### src/hdl/savg_pkg.sv
// ----------------------------------------------------------------------------
// savg_pkg: shared types and constants
// Sample and result beat types, filter geometry and the tap table (Q1.17 scale, stored in 14 signed bits).
// ----------------------------------------------------------------------------
`timescale 1ns / 1ps
`default_nettype none

package savg_pkg;

  localparam int SAMPLE_W   = 16;
  localparam int HALF_W     = 19;
  localparam int TAPS       = 2 * HALF_W + 1;
  localparam int COEF_FRAC  = 17;
  localparam int COEF_W     = 14;
  localparam int PROD_W     = SAMPLE_W + COEF_W;
  localparam int TREE_LVLS  = 6;
  localparam int TREE_LEAVES = 1 << TREE_LVLS;
  localparam int ACC_W      = PROD_W + TREE_LVLS;
  localparam int CNT_W      = $clog2(HALF_W + 2);

  typedef struct packed {
    logic signed [SAMPLE_W-1:0] sample;
    logic                       last;
  } in_beat_t;

  typedef struct packed {
    logic signed [SAMPLE_W-1:0] value;
    logic                       last_res;
    logic                       short_error;
  } out_beat_t;

  // Control tag that travels beside the datapath
  typedef struct packed {
    logic vld;
    logic last;
    logic err;
  } tag_t;

  // Coefficient for tap offset |k|, Q1.17 scale stored in 14 signed bits
  function automatic logic signed [COEF_W-1:0] coef_at(input int k);
    logic signed [COEF_W-1:0] c;
    case (k)
      0:       c = 14'sd7570;
      1:       c = 14'sd7537;
      2:       c = 14'sd7437;
      3:       c = 14'sd7271;
      4:       c = 14'sd7038;
      5:       c = 14'sd6739;
      6:       c = 14'sd6374;
      7:       c = 14'sd5942;
      8:       c = 14'sd5443;
      9:       c = 14'sd4878;
      10:      c = 14'sd4247;
      11:      c = 14'sd3549;
      12:      c = 14'sd2785;
      13:      c = 14'sd1954;
      14:      c = 14'sd1057;
      15:      c = 14'sd93;
      16:      c = -14'sd937;
      17:      c = -14'sd2034;
      18:      c = -14'sd3197;
      19:      c = -14'sd4426;
      default: c = '0;
    endcase
    return c;
  endfunction

endpackage

`default_nettype wire

### src/hdl/savg_tree.sv
// ----------------------------------------------------------------------------
// savg_tree: registered adder tree
// Sums the cell products in pairs, one register level per stage.
// ----------------------------------------------------------------------------
`timescale 1ns / 1ps
`default_nettype none

module savg_tree (
  input  wire logic                                clk,
  input  wire logic                                adv,
  input  wire logic signed [savg_pkg::PROD_W-1:0]  prod [savg_pkg::TAPS],
  output logic signed [savg_pkg::ACC_W-1:0]        sum
);
  import savg_pkg::*;

  logic signed [ACC_W-1:0] leaf [TREE_LEAVES];

  // Pad the leaf row with zeros
  always_comb begin
    for (int i = 0; i < TAPS; i++) begin
      leaf[i] = ACC_W'(prod[i]);
    end
    for (int i = TAPS; i < TREE_LEAVES; i++) begin
      leaf[i] = '0;
    end
  end

  for (genvar g = 0; g < TREE_LVLS; g++) begin : g_lvl
    localparam int CNT = TREE_LEAVES >> (g + 1);
    logic signed [ACC_W-1:0] s_r [CNT];
    for (genvar i = 0; i < CNT; i++) begin : g_node
      if (g == 0) begin : g_first
        always_ff @(posedge clk) begin
          if (adv) begin
            s_r[i] <= leaf[2*i] + leaf[2*i+1];
          end
        end
      end else begin : g_rest
        always_ff @(posedge clk) begin
          if (adv) begin
            s_r[i] <= g_lvl[g-1].s_r[2*i] + g_lvl[g-1].s_r[2*i+1];
          end
        end
      end
    end
  end

  assign sum = g_lvl[TREE_LVLS-1].s_r[0];

endmodule

`default_nettype wire
### config.mk
export PLATFORM = sky130hd
export DESIGN_NAME = savg_tree
export DESIGN_NICKNAME = d
export VERILOG_FILES = /design/src/hdl/savg_pkg.sv /design/src/hdl/savg_tree.sv
export SDC_FILE = /design/constraint.sdc
export NUM_CORES = 2
export LEC_CHECK = 0
export BUFFER_PORTS_ARGS = -buffer_cell sky130_fd_sc_hd__clkbuf_2
export CORE_MARGIN = 2
export CORE_UTILIZATION = 30
export CTS_BUF_LIST = sky130_fd_sc_hd__clkbuf_8
export DETAILED_ROUTE_END_ITERATION = 12
export MAX_ROUTING_LAYER = met4
export PLACE_DENSITY = 0.44
export SLEW_MARGIN = 10
export SYNTH_ARGS = -nofsm -noshare
export SYNTH_HDL_FRONTEND = slang
export SYNTH_SLANG_ARGS = --single-unit
### constraint.sdc
create_clock -name clk -period 6.7 [get_ports clk]
set_clock_uncertainty 0.05 [all_clocks]
set_input_delay 0.67 -clock clk [delete_from_list [all_inputs] [get_ports clk]]
set_output_delay 0.67 -clock clk [all_outputs]
set_load 0.02 [all_outputs]
# Word-level counts from Yosys, hierarchy flattened
# Memories as Yosys holds them, arrays and structs flattened.
# Cells that the tools add are included.
# W data, S select, Z words.
[word_totals]
regBits = 0
mem_bits_rw = 2268
output_inout_bits = 36
elab_cells = 58
mem_count = 6
[mem_list]
columns = ["name", "words", "width", "rd", "rd_clocked_by_memory_dff", "write_ports", "line", "rtl"]
rows = [
  ["g_lvl[0].s_r", 32, 36, 32, 0, 32, "savg_tree.sv:30", "logic signed [ACC_W-1:0] s_r [CNT];"],
  ["g_lvl[1].s_r", 16, 36, 16, 0, 16, "savg_tree.sv:30", ""],
  ["g_lvl[2].s_r", 8, 36, 8, 0, 8, "savg_tree.sv:30", ""],
  ["g_lvl[3].s_r", 4, 36, 4, 0, 4, "savg_tree.sv:30", ""],
  ["g_lvl[4].s_r", 2, 36, 2, 0, 2, "savg_tree.sv:30", ""],
  ["g_lvl[5].s_r", 1, 36, 1, 0, 1, "savg_tree.sv:30", ""],
]
[op_classes]
n_addsub = 50
n_mux = 2
[ops]
columns = ["op", "n"]
rows = [
  ["$add A36 B36 Y36", 31],
  ["$add A30 B30 Y31", 19],
  ["$mux W1", 2],
]

# Longest topological paths before layout
[depth]
ltp_word = 2
depth_mapped = 13
mapped_depth_nobuf = 13

# Least setup slack after synthesis
# Ideal clock, no wire load.
[synth_timing]
path_type = "in2reg"
startpoint = "in prod[1110] (netlist bit)"
endpoint = "mem g_lvl[0].s_r[0][28] (netlist bit), data pin"
setup_ns = 0.260
arrival_ns = 3.361
t_required_ns = 6.390
path_slack_ns = 3.029
path_stages = 12
n_path_buf = 0
cell_sequence = "ha_1 -> fa_1 -> a21o_1 -> a21oi_1 -> o21ai_1 -> o211a_1 -> o311a_1 -> a221o_1 -> a31o_2 -> and3_1 -> a311oi_2 -> xnor2_1"
[synth_rtl]
columns = ["element", "line", "rtl"]
rows = [
  ["start, declared", "savg_tree.sv:11", "input wire logic signed [savg_pkg::PROD_W-1:0] prod [savg_pkg::TAPS],"],
  ["end, declared", "savg_tree.sv:30", ""],
]

==> results.sh <==
export IMPL_synth_top_area_cell="edfxtp_1"
export IMPL_grt_start_max_net_pins=157
export IMPL_crit_chain="ha_1 -> fa_1 -> a211oi_1 -> o21ai_2 -> a221oi_2 -> o2111ai_2 -> a2111oi_4 -> o31ai_1 -> a21o_1 -> a221o_1 -> a21oi_2 -> xnor2_1"
export IMPL_dp_hpwl_um=273000
export IMPL_dieArea_mm2=0.335
export IMPL_grt_pass1_wl_um=493000
export IMPL_cpPeakStageDelay_ps=560
export IMPL_synth_common_cells="edfxtp_1 (1375), ha_1 (1195), a21oi_1 (1071), xnor2_1 (691), a21o_1 (628)"
export IMPL_worstSetupStartpointType="flop"
export IMPL_die_height_um=579
export IMPL_cts_sinks=1375
export IMPL_ys_seq_area_frac=0.416
export IMPL_areaGrowthSynthToFinish_pct=17.6
export IMPL_cts_resized_gates=0
export IMPL_place_area_mm2=0.110
export IMPL_hold_class="primary input to flop"
export IMPL_ys_dominant_reg_cell="edfxtp_1"
export IMPL_core_region_area_mm2=0.330
export IMPL_synth_edf_count=1375
export IMPL_io_buffers=1207
export IMPL_nFillCells=33414
export IMPL_critPathArrivalTime_ps=4700
export IMPL_final_nets=13384
export IMPL_drc=0
export IMPL_worst_pin_slew_ps=1110
export IMPL_synthCells=9492
export IMPL_final_layout_size_suffix_gt1_frac=0.148
export IMPL_fmax_mhz=249
export IMPL_clk_insertion_delay_late_ps=1000
export IMPL_avgSynthCellArea_um2=10.5
export IMPL_power_leakage_nw=50.1
export IMPL_power_w=0.0468
export IMPL_start_util=0.301
export IMPL_vdd_ir_drop_max_v=0.000220
export IMPL_vias_per_cell=5.11
export IMPL_synth_distinct_cells=87
export IMPL_top_register="g_lvl.s_r"
export IMPL_ys_top_cells_by_area="edfxtp_1 (42%), ha_1 (15%), xnor2_1 (6.1%)"
export IMPL_synth_top_area_share=0.416
export IMPL_grt_pass1_vias=79712
export IMPL_fin_cells=15574
export IMPL_crit_path_end_kind="flop"
export IMPL_setup_violations=0
export IMPL_ys_warn_count=0
export IMPL_cts_tree="built"
export IMPL_antenna_found_initial=35
export IMPL_cp_max_fo=3
export IMPL_numCtsBuffers=276
export IMPL_largest_reg_flops=1375
export IMPL_wl_per_cell_um=21.5
export IMPL_worstPathRequired_ps=7380
export IMPL_die_w_um=579
export IMPL_gp_congestion=0.914
export IMPL_drt_iter0_drc=5221
export IMPL_slew_headroom=0.263
export IMPL_hold_violations=0
export IMPL_synthArstFlopShare=0
export IMPL_period_share=0.601
export IMPL_ys_seq_elements=1375
export IMPL_clk_path_buf_depth=4
export IMPL_outcome="completed"
export IMPL_ios=1208
export IMPL_cts_htree_levels=5
export IMPL_cap_violations=0
export IMPL_antenna_left=0
export IMPL_placementRows=211
export IMPL_stdcell_area_mm2=0.117
export IMPL_clockRootBuffer="clkbuf_8"
export IMPL_synth_nets=11897
export IMPL_synthMostInstantiatedCell="edfxtp_1"
export IMPL_period_needed_ps=4020
export IMPL_firstDrtPassIters=8
export IMPL_cts_setup_buffers=0
export IMPL_grt_usage=0.198
export IMPL_final_util=0.354
export IMPL_wl_um=335000
export IMPL_clk_pin_slew_ps=60
export IMPL_drv_slew=0
export IMPL_rsz0062_at_grt="no"
export IMPL_crit_slowest_cell="a211oi_1"
export IMPL_reg_largest_list="g_lvl.s_r x1375"
export IMPL_worstSetupPathType="flop to flop"
export IMPL_syn_area_mm2=0.0993
export IMPL_tns_ps=0
export IMPL_place_inst=14945
export IMPL_grt_ovfl_total=0
export IMPL_powerDensity_mw_per_mm2=400
export IMPL_vias=79595
==> power breakdown <==
part | leakage, nW | internal [W] | switching [W]
Combinational | 33.8 | 0.00921 | 0.0139
Clock | 2.81 | 0.00422 | 0.00392
Sequential | 13.5 | 0.0137 | 0.00175
==> placed cells by master (no fill, tap or decap), types with 143 or more instances in the layout <==
| master | Yosys | routed |
|---|---|---|
| edfxtp_1 | 1375 | 1375 |
| clkbuf_2 | 0 | 1206 |
| ha_1 | 1195 | 1195 |
| a21oi_1 | 1071 | 1071 |
| xnor2_1 | 691 | 691 |
| a21o_1 | 628 | 628 |
| nor2_1 | 598 | 598 |
| nand2_1 | 516 | 516 |
| o21ai_0 | 509 | 509 |
| xor2_1 | 361 | 361 |
| inv_1 | 264 | 341 |
| clkbuf_8 | 0 | 281 |
| nand3_1 | 187 | 187 |
| o21a_1 | 164 | 164 |
| o21bai_1 | 163 | 163 |
| nor2b_1 | 160 | 160 |
| nand2b_1 | 143 | 143 |
==> worst paths after layout <==
check | endpoint | cells past startpoint | slack [ps] | from
max | g_lvl[1].s_r[0][100] | 12 | 2680 | g_lvl[0].s_r[0][144]
max reg2reg | g_lvl[1].s_r[0][100] | 12 | 2680 | g_lvl[0].s_r[0][144]
min | g_lvl[0].s_r[0][181] | 2 | 120 | prod[841]
min reg2reg | g_lvl[4].s_r[0][40] | 0 | 350 | g_lvl[3].s_r[2][4]
==> layer usage <==
metal | share of wire | wire (um) | global-route usage
met1 | 0.46 | 155000 | 0.262
met2 | 0.47 | 158000 | 0.325
met3 | 0.044 | 14900 | 0.0244
met4 | 0.018 | 6060 | 0.0406
met5 | 0 | 0 | -
==> cells by family after synthesis <==
kind of cell / count (synthesis) / synth area share
buf+inv: 401 / 0.0152
simple gates: 2126 / 0.104
fa+ha+maj: 1233 / 0.158
xor+xnor: 1052 / 0.0928
flops: 1375 / 0.416
mux: 6 / 0.000643
compound gates: 3299 / 0.213
==> critical path, delay by kind of cell (launching register included) <==
family / cells / cell delay [ps]
flip-flops: 1 / 380
XOR/XNOR: 1 / 70
adder cells (fa/ha/maj): 2 / 710
AO/OA/AOI/OAI: 9 / 2570
==> timing repair <==
action                                  4_1_cts  5_1_grt
hold buffers                                122        0
endpoints found under the setup margin        0        0
hold endpoints to repair                     93        0
==> area by class of cell <==
type                    instances  area, um2  area share
well taps                    4366       5460      0.0468
flip-flops and latches       1375      41300       0.354
clock inverters               200       1120     0.00962
inverters                     264        991     0.00849
diodes                         26       65.1    0.000557
repair buffers               1346       7490      0.0642
clock buffers                 281       3870      0.0331
multi-input cells            7716      56500       0.484
==> metrics by stage <==
step / setup slack [ps] / hold WS, ps
6_report: 2680 / 118
4_1_cts: 2590 / 0.130
5_1_grt: 2380 / 50.3
2_1_floorplan: 3030 / 350
3_5_place_dp: 2440 / 355
3_3_place_gp: 1870 / 353
(Power assumes the default switching activity.)
