==> src/hdl/savg_pkg.sv <==
// ----------------------------------------------------------------------------
// savg_pkg: shared types and constants
// Sample and result beat types, filter geometry and the tap table (Q1.17 scale, stored in 14 signed bits).
// ----------------------------------------------------------------------------
`timescale 1ns / 1ps
`default_nettype none

package savg_pkg;

  localparam int SAMPLE_W   = 16;
  localparam int HALF_W     = 19;
  localparam int TAPS       = 2 * HALF_W + 1;
  localparam int COEF_FRAC  = 17;
  localparam int COEF_W     = 14;
  localparam int PROD_W     = SAMPLE_W + COEF_W;
  localparam int TREE_LVLS  = 6;
  localparam int TREE_LEAVES = 1 << TREE_LVLS;
  localparam int ACC_W      = PROD_W + TREE_LVLS;
  localparam int CNT_W      = $clog2(HALF_W + 2);

  typedef struct packed {
    logic signed [SAMPLE_W-1:0] sample;
    logic                       last;
  } in_beat_t;

  typedef struct packed {
    logic signed [SAMPLE_W-1:0] value;
    logic                       last_res;
    logic                       short_error;
  } out_beat_t;

  // Control tag that travels beside the datapath
  typedef struct packed {
    logic vld;
    logic last;
    logic err;
  } tag_t;

  // Coefficient for tap offset |k|, Q1.17 scale stored in 14 signed bits
  function automatic logic signed [COEF_W-1:0] coef_at(input int k);
    logic signed [COEF_W-1:0] c;
    case (k)
      0:       c = 14'sd7570;
      1:       c = 14'sd7537;
      2:       c = 14'sd7437;
      3:       c = 14'sd7271;
      4:       c = 14'sd7038;
      5:       c = 14'sd6739;
      6:       c = 14'sd6374;
      7:       c = 14'sd5942;
      8:       c = 14'sd5443;
      9:       c = 14'sd4878;
      10:      c = 14'sd4247;
      11:      c = 14'sd3549;
      12:      c = 14'sd2785;
      13:      c = 14'sd1954;
      14:      c = 14'sd1057;
      15:      c = 14'sd93;
      16:      c = -14'sd937;
      17:      c = -14'sd2034;
      18:      c = -14'sd3197;
      19:      c = -14'sd4426;
      default: c = '0;
    endcase
    return c;
  endfunction

endpackage

`default_nettype wire

==> src/hdl/savg_cell.sv <==
// ----------------------------------------------------------------------------
// savg_cell: one window cell
// Holds one sample of the window and registers its weighted product.
// ----------------------------------------------------------------------------
`timescale 1ns / 1ps
`default_nettype none

module savg_cell #(
  parameter int TAP = 0
) (
  input  wire logic                                  clk,
  input  wire logic                                  ld,
  input  wire logic                                  adv,
  input  wire logic signed [savg_pkg::SAMPLE_W-1:0]  d,
  output logic signed [savg_pkg::SAMPLE_W-1:0]       q,
  output logic signed [savg_pkg::PROD_W-1:0]         prod
);
  import savg_pkg::*;

  localparam int OFS = (HALF_W - TAP < 0) ? TAP - HALF_W : HALF_W - TAP;
  localparam logic signed [COEF_W-1:0] CF = coef_at(OFS);

  logic signed [SAMPLE_W-1:0] sample_r;
  logic signed [PROD_W-1:0]   prod_r;

  // Load the incoming window sample on a step
  always_ff @(posedge clk) begin
    if (ld) begin
      sample_r <= d;
    end
  end

  // Weight the held sample
  always_ff @(posedge clk) begin
    if (adv) begin
      prod_r <= PROD_W'(sample_r) * PROD_W'(CF);
    end
  end

  assign q    = sample_r;
  assign prod = prod_r;

endmodule

`default_nettype wire

==> config.mk <==
export PLATFORM = sky130hd
export DESIGN_NAME = savg_cell
export DESIGN_NICKNAME = d
export VERILOG_FILES = /design/src/hdl/savg_pkg.sv /design/src/hdl/savg_cell.sv
export SDC_FILE = /design/constraint.sdc
export NUM_CORES = 1
export LEC_CHECK = 0
export ABC_AREA = 0
export ABC_CLOCK_PERIOD_IN_PS = 5720
export BUFFER_PORTS_ARGS = -buffer_cell sky130_fd_sc_hd__buf_4
export CORE_AREA = 2 2 144 160
export CTS_CLUSTER_DIAMETER = 60
export DETAILED_ROUTE_END_ITERATION = 6
export DIE_AREA = 0 0 146 162
export SYNTH_ARGS = -nofsm -noshare
export SYNTH_HDL_FRONTEND = slang
export SYNTH_SLANG_ARGS = --single-unit
export TNS_END_PERCENT = 30
==> constraint.sdc <==
create_clock -name clk -period 5.72 [get_ports clk]
set_input_delay 0.286 -clock clk [delete_from_list [all_inputs] [get_ports clk]]
set_output_delay 0.286 -clock clk [all_outputs]
set_load 0.02 [all_outputs]
Word level (Yosys, flattened, before mapping). Index checks and enable logic that the tools add are counted.

Flip-flop bits (word level): 45. Bits of input ports: 19. Output and inout port bits: 46. Logic and storage cells: 3.

Multipliers: 1.

Operators by type and width (count): 16-bit by 13-bit multiplier with 29-bit output (second input constant) (1).

Depth between registers and ports, before layout. Gate-level depths: netlist (run 1).

Depth after elaboration: 1. Mapped depth: 19. Depth with buffers taken out: 19.

Worst setup path after synthesis (run 1). OpenSTA, ideal clock, no wires.

Path type: register -> register. Start: reg sample_r[5] (netlist: q[5]). End: reg prod_r[29] (netlist: prod[29]), data pin. Setup time: 0.266 ns. Arrival: 4.930 ns. Required time: 5.454 ns. Path slack: 0.525 ns. Cell stages (with the launch flop): 16. Buffers on the path: 0. Clock period less this slack: 5.195 ns. Cell sequence: edfxtp_1 inv_1 ha_1 fa_1 fa_1 inv_1 fa_1 fa_1 fa_1 ha_1 nand3_1 nor2_1 o21ai_2 a211oi_1 nor3_1 or3b_1.

Longest elaborated chain between the ends: 1.

RTL lines: start: declaration (line savg_cell.sv:23) `logic signed [SAMPLE_W-1:0] sample_r;`; start signal: assignment (line savg_cell.sv:29) `sample_r <= d;`; 16-bit by 13-bit multiplier with 29-bit output (line savg_cell.sv:36) `prod_r <= PROD_W'(sample_r) * PROD_W'(CF);`; end signal: assignment (line savg_cell.sv:36); end: declaration (line savg_cell.sv:24) `logic signed [PROD_W-1:0] prod_r;`.

No other way between the ends. A chain may end at the register's enable or synchronous reset.

Worst setup path in the final report (run 1).
Start: reg sample_r[8] (netlist: q[8]). End: reg prod_r[20] (netlist: prod[20]), data pin.

The elaborated chain is that of the path after synthesis.

==> results of run 1 <==
==> flip-flops by register name, summed over array words and instances (netlist names) <==
name and flops:
prod 29, q 16
==> cell usage in the layout (no fill, tap or decap), types with 2 or more instances in the layout <==
cell,Yosys,final
a21o_1,10,10
a21oi_1,24,24
a31oi_1,2,2
a41oi_1,2,2
and2_1,4,4
and2b_1,2,2
buf_4,1,69
clkbuf_1,2,2
clkbuf_16,0,5
edfxtp_1,45,45
fa_1,98,98
ha_1,132,132
inv_1,122,122
mux2i_1,2,2
nand2_1,12,12
nand3_1,8,8
nand4_1,3,3
nor2_1,12,12
nor3_1,3,3
o2111ai_1,2,2
o211ai_1,3,3
o21a_1,4,4
o21ai_0,11,11
o21bai_1,4,4
or3_1,3,3
or4_1,2,2
xnor2_1,27,27
xor2_1,7,7
==> kinds of logic (layout without fill, tap and decap cells) <==
family | Yosys count | in the layout | share of synthesized area
flip-flops | 45 | 45 | 0.2069
AO/OA/AOI/OAI | 74 | 74 | 0.07471
buffers and inverters | 127 | 199 | 0.07395
adder cells (fa/ha/maj) | 230 | 230 | 0.5533
multiplexers | 2 | 2 | 0.003065
AND/OR/NAND/NOR | 54 | 54 | 0.04195
XOR/XNOR | 34 | 34 | 0.04559
other | 1 | 1 | 0.0005742
==> through the flow <==
stage	hold slack (ns)	setup slack, ns
2_1_floorplan	0.3849	0.5247
3_3_place_gp	0.4644	0.2467
3_5_place_dp	0.4653	0.2196
4_1_cts	0.1480	0.1852
5_1_grt	0.1498	0.01168
6_report	0.1566	0.3285
==> worst paths after layout <==
check | startpoint | to | slack [ns] | cells after the start
max | q[8]$_DFFE_PP_ | prod[20]$_DFFE_PP_ | 0.33 | 15
min | d[12] | q[12]$_DFFE_PP_ | 0.16 | 1
max reg2reg | q[8]$_DFFE_PP_ | prod[20]$_DFFE_PP_ | 0.33 | 15
min reg2reg | q[0]$_DFFE_PP_ | prod[1]$_DFFE_PP_ | 0.80 | 0
==> critical path, delay by kind of cell, from the launching register on <==
kind,cells,cell delay [ns]
flops,1,0.47
xor+xnor,1,0.16
buf+inv,2,0.17
fa+ha+maj,7,3.17
compound gates,5,1.13
==> repair_timing <==
item	in CTS	in global routing
resized for setup	0	1
hold buffers	0	0
setup endpoints to repair	0	1
==> final cells by class <==
cell class	count	area (um^2)
fill	2258	14430
multi-input combinational	395	4702
sequential	45	1351
timing repair buffer	69	518.0
inverter	122	457.9
tap	295	369.1
clock buffer	7	132.6
clock inverter	1	7.507
==> routing by layer <==
metal / vias up / part of all wire / track usage
met5: - / 0 / 0
met4: 0 / 0.013 / 0.02957
met3: 9 / 0.025 / 0.01854
met2: 54 / 0.49 / 0.2035
met1: 2037 / 0.47 / 0.1626
li1: 2025 / - / -
==> flow_summary.yaml, run 1 <==
clock_tree:
  numCtsBuffers: 5
  cts_tree: "built"
  root_buffer: "clkbuf_16"
  clk_path_buf_depth: 2
  clk_pin_slew_ns: 0.07
  cts_setup_buffers: 0
  insertion_delay_ns: 0.30
  cts_sinks: 45
  cts_max_level: 2
floorplan:
  die_area_um2: 23650
  ios: 65
  start_util: 0.2973
  core_um2: 21970
  chipWidth_um: 146
  die_h_um: 162
  rows: 57
critical_path:
  setup.worst_path.start_class: "flip-flop"
  critPathArrivalTime_ns: 5.43
  crit_chain: "inv_1 > ha_1 > fa_1 > inv_1 > fa_1 > fa_1 > fa_1 > fa_1 > ha_1 > a21o_1 > a31oi_1 > o21ai_0 > a21oi_1 > o21ai_0 > xnor2_1"
  crit_slowest_cell: "fa_1"
  cp_data_required_time_ns: 5.76
  cpMostUsedCell: "fa_1"
  path_max_fanout: 7
  cpPeakStageDelay_ns: 0.54
  timing_worst_setup_path_type: "reg2reg"
  worst_setup_path_end_kind: "flip-flop"
routing:
  ant_nets: 0
  drt_first_pass_iters: 4
  totalWireLength_um: 13620
  drc: 0
  wl_per_cell_um: 14.58
  num_vias: 4125
  drt_iter0_drc: 163
  vias_per_cell: 4.416
timing:
  hold_violations: 0
  rsz0062_at_grt: "false"
  relSlewSlack: 0.6086
  finalSetupViolCount: 0
  skew_ns: 0.006711
  drv_slew: 0
  min_period_ns: 5.391
  setup_tns_ns: 0
  period_share: 0.9426
  fmax_mhz: 185.5
  worst_pin_slew_ns: 0.5724
run:
  drv_cap: 0
synthesis:
  ys_seq_elements: 45
  ys_seq_area_frac: 0.2069
  synthArstFlopShare: 0
  syn_nets: 816
  yosysTopAreaCellShare: 0.3004
  synth_edf_count: 45
  ys_types: 46
  synthFlopType: "edfxtp_1"
  synth_common_cells: "ha_1, inv_1, fa_1"
  avgSynthCellArea_um2: 11.52
  synth_cells: 567
  synth_area_um2: 6531
  synth_top_cell_by_area: "fa_1"
  synth_warnings: 0
  yosysMostFrequentCell: "ha_1"
  synth.area.top_cells: "fa_1, ha_1, edfxtp_1, inv_1, xnor2_1"
grt:
  grt_antenna_before_repair: 0
  overflow: 0
  grt_start_max_net_pins: 30
  grtUsageTotal: 0.1203
  grt_pass1_vias: 4403
  grt_first_pass_wirelength_um: 22650
finish:
  design_area_um2: 7538
  final_layout_size_suffix_gt1_frac: 0.1252
  fin_cells: 934
  nets: 887
  diodes: 0
  syn2layout_area_growth_pct: 15.42
  final_util: 0.3432
status:
  status: "finished clean"
place:
  io_buffers: 63
  gp_congestion: 0.8764
  dpl.hpwl_um: 12050
  dpl-instance-area_um2: 7393
  dp_cells: 926
worst_hold_path:
  hold_path_class: "in2reg"
Power of run 1 is not shown: default switching activity piles up to over one toggle a cycle in this logic, so the estimate is an artifact.
==> inputs of run 2 (changes only) <==
--- a/config.mk
+++ b/config.mk
@@ -9,9 +9,12 @@
 export ABC_CLOCK_PERIOD_IN_PS = 5720
 export BUFFER_PORTS_ARGS = -buffer_cell sky130_fd_sc_hd__buf_4
 export CORE_AREA = 2 2 144 160
+export CTS_BUF_LIST = sky130_fd_sc_hd__clkbuf_2
 export CTS_CLUSTER_DIAMETER = 60
 export DETAILED_ROUTE_END_ITERATION = 6
 export DIE_AREA = 0 0 146 162
+export GPL_TIMING_DRIVEN = 0
+export REMOVE_ABC_BUFFERS = 1
 export SYNTH_ARGS = -nofsm -noshare
 export SYNTH_HDL_FRONTEND = slang
 export SYNTH_SLANG_ARGS = --single-unit
==> flow_summary.yaml, run 2 (synthesized netlist as in run 1, its figures left out) <==
critical_path:
  worst_setup_path_end_kind: "flip-flop"
  path_max_fanout: 9
  r2r_cells: 15
  r2r_slack_ns: 0.27
  r2r-end: "prod[29]$_DFFE_PP_"
  timing_worst_setup_path_type: "reg2reg"
  r2r-start: "q[5]$_DFFE_PP_"
  critPathArrivalTime_ns: 5.76
  setup.worst_path.start_class: "flip-flop"
  cp_data_required_time_ns: 6.03
place:
  io_buffers: 63
  dpl-instance-area_um2: 7348
  gp_congestion: 0.8667
  dpl.hpwl_um: 11490
  pre_cts_slack_ns: 0.001029
clock_tree:
  clk_pin_slew_ns: 0.29
  clk_path_buf_depth: 2
  cts_tree: "built"
  insertion_delay_ns: 0.51
  cts_max_level: 2
  root_buffer: "clkbuf_2"
  cts_sinks: 45
  numCtsBuffers: 5
grt:
  grtUsageTotal: 0.1165
  grt_start_max_net_pins: 30
  grt_antenna_before_repair: 1
  grt_first_pass_wirelength_um: 21860
  overflow: 0
  grt_pass1_vias: 4359
floorplan:
  start_util: 0.2973
  die_h_um: 162
  rows: 57
  chipWidth_um: 146
  die_area_um2: 23650
  ios: 65
  core_um2: 21970
finish:
  final_common_cell: "ha_1"
  nets: 897
  syn2layout_area_growth_pct: 16.11
  final_layout_size_suffix_gt1_frac: 0.1171
  design_area_um2: 7584
  largest_register_ffs: 29
  fillers: 2234
  mostFrequentLayoutCells: "ha_1, inv_1, fa_1"
timing:
  setup_tns_ns: 0
  drv_slew: 0
  period_share: 0.9527
  fmax_mhz: 183.5
  relSlewSlack: 0.5122
  finalSetupViolCount: 0
  skew_ns: 0.03698
  min_period_ns: 5.449
  worst_pin_slew_ns: 0.7317
  rsz0062_at_grt: "true"
  whs_ns: 0.1330
  hold_violations: 0
  layout_setup_ws_ns: 0.2708
routing:
  totalWireLength_um: 13360
  drt_iter0_drc: 173
  vias_per_cell: 4.344
  wl_per_cell_um: 14.13
  num_vias: 4105
  drt_first_pass_iters: 4
  ant_nets: 0
  drc: 0
worst_hold_path:
  hold_path_class: "in2reg"
  hold_depth: 1
  hold_start: "ld"
  hold-path-endpoint: "q[10]$_DFFE_PP_"
status:
  status: "finished clean"
run:
  drv_cap: 0
run 2: cell types whose count changed in the layout (fill, tap and decap cells not counted), moves of 2 or more:
cell | previous run | this run
buf_4 | 69 | 63
clkbuf_2 | 0 | 6
clkbuf_1 | 2 | 0
clkbuf_16 | 5 | 0
dlygate4sd3_1 | 0 | 16
run 2: worst max-delay path by stage:
stage	start	to	slack (ns)	cells past startpoint
5_1_grt	q[15]$_DFFE_PP_	prod[27]$_DFFE_PP_	-0.07	14
4_1_cts	q[5]$_DFFE_PP_	prod[29]$_DFFE_PP_	0.02	15
6_report	q[5]$_DFFE_PP_	prod[29]$_DFFE_PP_	0.27	15
3_3_place_gp	q[5]$_DFFE_PP_	prod[29]$_DFFE_PP_	0.04	15
2_1_floorplan	q[5]$_DFFE_PP_	prod[29]$_DFFE_PP_	0.52	15
3_5_place_dp	q[5]$_DFFE_PP_	prod[29]$_DFFE_PP_	0.001	15
run 2: per-layer routing:
metal	up-vias	track usage	wire length, um
li1	2038	-	-
met1	1998	0.1526	6231
met2	59	0.2033	6579
met3	10	0.01826	375
met4	0	0.02780	169
met5	-	0	0
run 2: final cells by class:
class	instances	area, um^2	share of cell area
clock buffer	6	30.03	0.003960
clock inverter	2	33.78	0.004455
antenna	1	2.502	0.0003300
multi-input combinational	395	4706	0.6205
timing repair buffer	79	633.1	0.08348
tap	295	369.1	0.04867
sequential	45	1351	0.1782
inverter	122	457.9	0.06039
run 2: repair_timing:
item | 4_1_cts | 5_1_grt
gates resized for setup | 0 | 2
hold endpoints to repair | 16 | 0
hold buffers | 16 | 0
endpoints found under the setup margin | 0 | 6
setup buffers | 0 | 0
run 2: worst max-delay path: stages (launching register included):
cell and delay [ns]:
edfxtp_1 0.61, inv_1 0.16, ha_1 0.41, fa_1 0.49, fa_1 0.51, inv_1 0.06
fa_1 0.44, fa_1 0.54, fa_1 0.42, ha_1 0.40, nand3_1 0.16, nor2_1 0.15
o21ai_2 0.09, a211oi_2 0.38, nor3_1 0.10, or3b_1 0.35
run 2: stage by stage:
step           cells  utilization
2_1_floorplan    562            -
3_3_place_gp     920       0.3345
3_5_place_dp     920       0.3345
4_1_cts          944       0.3447
5_1_grt          945       0.3452
6_report         945       0.3452
Power of run 2 is left out for the same reason.
==> inputs of run 3 (changes only) <==
--- a/config.mk
+++ b/config.mk
@@ -9,11 +9,12 @@
 export ABC_CLOCK_PERIOD_IN_PS = 5720
 export BUFFER_PORTS_ARGS = -buffer_cell sky130_fd_sc_hd__buf_4
 export CORE_AREA = 2 2 144 160
-export CTS_BUF_LIST = sky130_fd_sc_hd__clkbuf_2
+export CTS_BUF_LIST = sky130_fd_sc_hd__clkbuf_8
 export CTS_CLUSTER_DIAMETER = 60
 export DETAILED_ROUTE_END_ITERATION = 6
 export DIE_AREA = 0 0 146 162
 export GPL_TIMING_DRIVEN = 0
+export HOLD_SLACK_MARGIN = 0.08
 export REMOVE_ABC_BUFFERS = 1
 export SYNTH_ARGS = -nofsm -noshare
 export SYNTH_HDL_FRONTEND = slang
==> flow_summary.yaml, run 3 (synthesized netlist as in run 1, its figures left out) <==
status:
  status: "finished clean"
routing:
  ant_nets: 0
  drc: 0
  vias_per_cell: 4.366
  wl_per_cell_um: 14.28
  drt_iter0_drc: 119
  totalWireLength_um: 13250
  num_vias: 4052
  drt_first_pass_iters: 4
floorplan:
  die_area_um2: 23650
  start_util: 0.2973
  core_um2: 21970
  rows: 57
  die_h_um: 162
  chipWidth_um: 146
  ios: 65
clock_tree:
  cts_setup_buffers: 0
  cts_max_level: 2
  post_cts_resized: 0
  root_buffer: "clkbuf_8"
  clk_pin_slew_ns: 0.11
  clk_path_buf_depth: 2
  numCtsBuffers: 5
  cts_sinks: 45
  cts_tree: "built"
  insertion_delay_ns: 0.33
  cts_hold_buf: 0
finish:
  syn2layout_area_growth_pct: 14.39
  nets: 881
  final_common_cell: "ha_1"
  largest_register_ffs: 29
  diodes: 0
  mostFrequentLayoutCells: "ha_1, inv_1, fa_1"
  final_layout_size_suffix_gt1_frac: 0.1185
place:
  io_buffers: 63
  gp_congestion: 0.8667
  dpl.hpwl_um: 11490
grt:
  grt_start_max_net_pins: 30
  grt_first_pass_wirelength_um: 21710
  overflow: 0
  grtUsageTotal: 0.1159
  grt_antenna_before_repair: 0
  grt_pass1_vias: 4300
timing:
  fmax_mhz: 184.4
  min_period_ns: 5.423
  drv_slew: 0
  whs_ns: 0.1209
  skew_ns: 0.01383
  rsz0062_at_grt: "true"
  relSlewSlack: 0.5105
  period_share: 0.9481
  worst_pin_slew_ns: 0.7343
  hold_violations: 0
  finalSetupViolCount: 0
critical_path:
  cp_data_required_time_ns: 5.80
  critPathArrivalTime_ns: 5.51
  timing_worst_setup_path_type: "reg2reg"
  critPathCapture: "prod[27]$_DFFE_PP_"
  crit_start: "q[15]$_DFFE_PP_"
  r2r-end: "prod[27]$_DFFE_PP_"
  path_max_fanout: 18
  worst_setup_path_end_kind: "flip-flop"
  setup.worst_path.start_class: "flip-flop"
  r2r_slack_ns: 0.30
  r2r-start: "q[15]$_DFFE_PP_"
  r2r_cells: 14
run:
  drv_cap: 0
worst_hold_path:
  hold_path_class: "in2reg"
-- run 3: cell types whose count changed in the layout (fill, tap and decap cells not counted), sizes merged --
cell / before / now
clkbuf: 6 / 5
dlygate4sd3: 16 / 0
diode: 1 / 0
inv: 122 / 123
-- run 3: worst min path at each step --
stage,startpoint,to,slack (ns),depth (start not counted)
after global routing,d[13],q[13]$_DFFE_PP_,0.11,1
after floorplan,d[0],q[0]$_DFFE_PP_,0.38,0
after CTS,d[10],q[10]$_DFFE_PP_,0.11,1
after global placement,d[10],q[10]$_DFFE_PP_,0.46,1
final,d[14],q[14]$_DFFE_PP_,0.12,1
after detailed placement,d[5],q[5]$_DFFE_PP_,0.47,1
-- run 3: final cells by class --
class | instances | area, um^2
Clock buffer | 5 | 68.82
Sequential cell | 45 | 1351
Multi-Input combinational cell | 395 | 4713
Inverter | 122 | 457.9
Tap cell | 295 | 369.1
Clock inverter | 3 | 37.54
Fill cell | 2249 | 14500
Timing Repair Buffer | 63 | 473.0
-- run 3: stage by stage --
step / std cells / setup WS (ns) / util / area [um^2] / setup TNS (ns)
after floorplan: 562 / 0.5247 / - / 6506 / 0
after global placement: 920 / 0.03727 / 0.3345 / 7348 / 0
after detailed placement: 920 / 0.001029 / 0.3345 / 7348 / 0
after CTS: 928 / 0.004670 / 0.3394 / 7455 / 0
after global routing: 928 / -0.03737 / 0.3401 / 7471 / -0.03737
final: 928 / 0.2968 / 0.3401 / 7471 / 0
-- run 3: per-layer routing --
layer | wire (um) | up-vias | part of all wire | GRT usage
met2 | 6529 | 78 | 0.49 | 0.2009
met4 | 170 | 0 | 0.013 | 0.02780
met3 | 417 | 8 | 0.031 | 0.01910
met5 | 0 | - | 0 | 0
met1 | 6132 | 1962 | 0.46 | 0.1521
li1 | - | 2004 | - | -
-- run 3: critical path, cell delays in order (launching register included) --
cell and delay, ns:
edfxtp_1 0.84, ha_1 0.43, inv_1 0.09, fa_1 0.44
fa_1 0.59, fa_1 0.44, fa_1 0.44, ha_1 0.29
ha_1 0.39, a21oi_1 0.25, nand2_1 0.08, a221o_1 0.38
a221oi_1 0.27, o21a_1 0.17, xnor2_1 0.06
Power of run 3 is left out for the same reason.
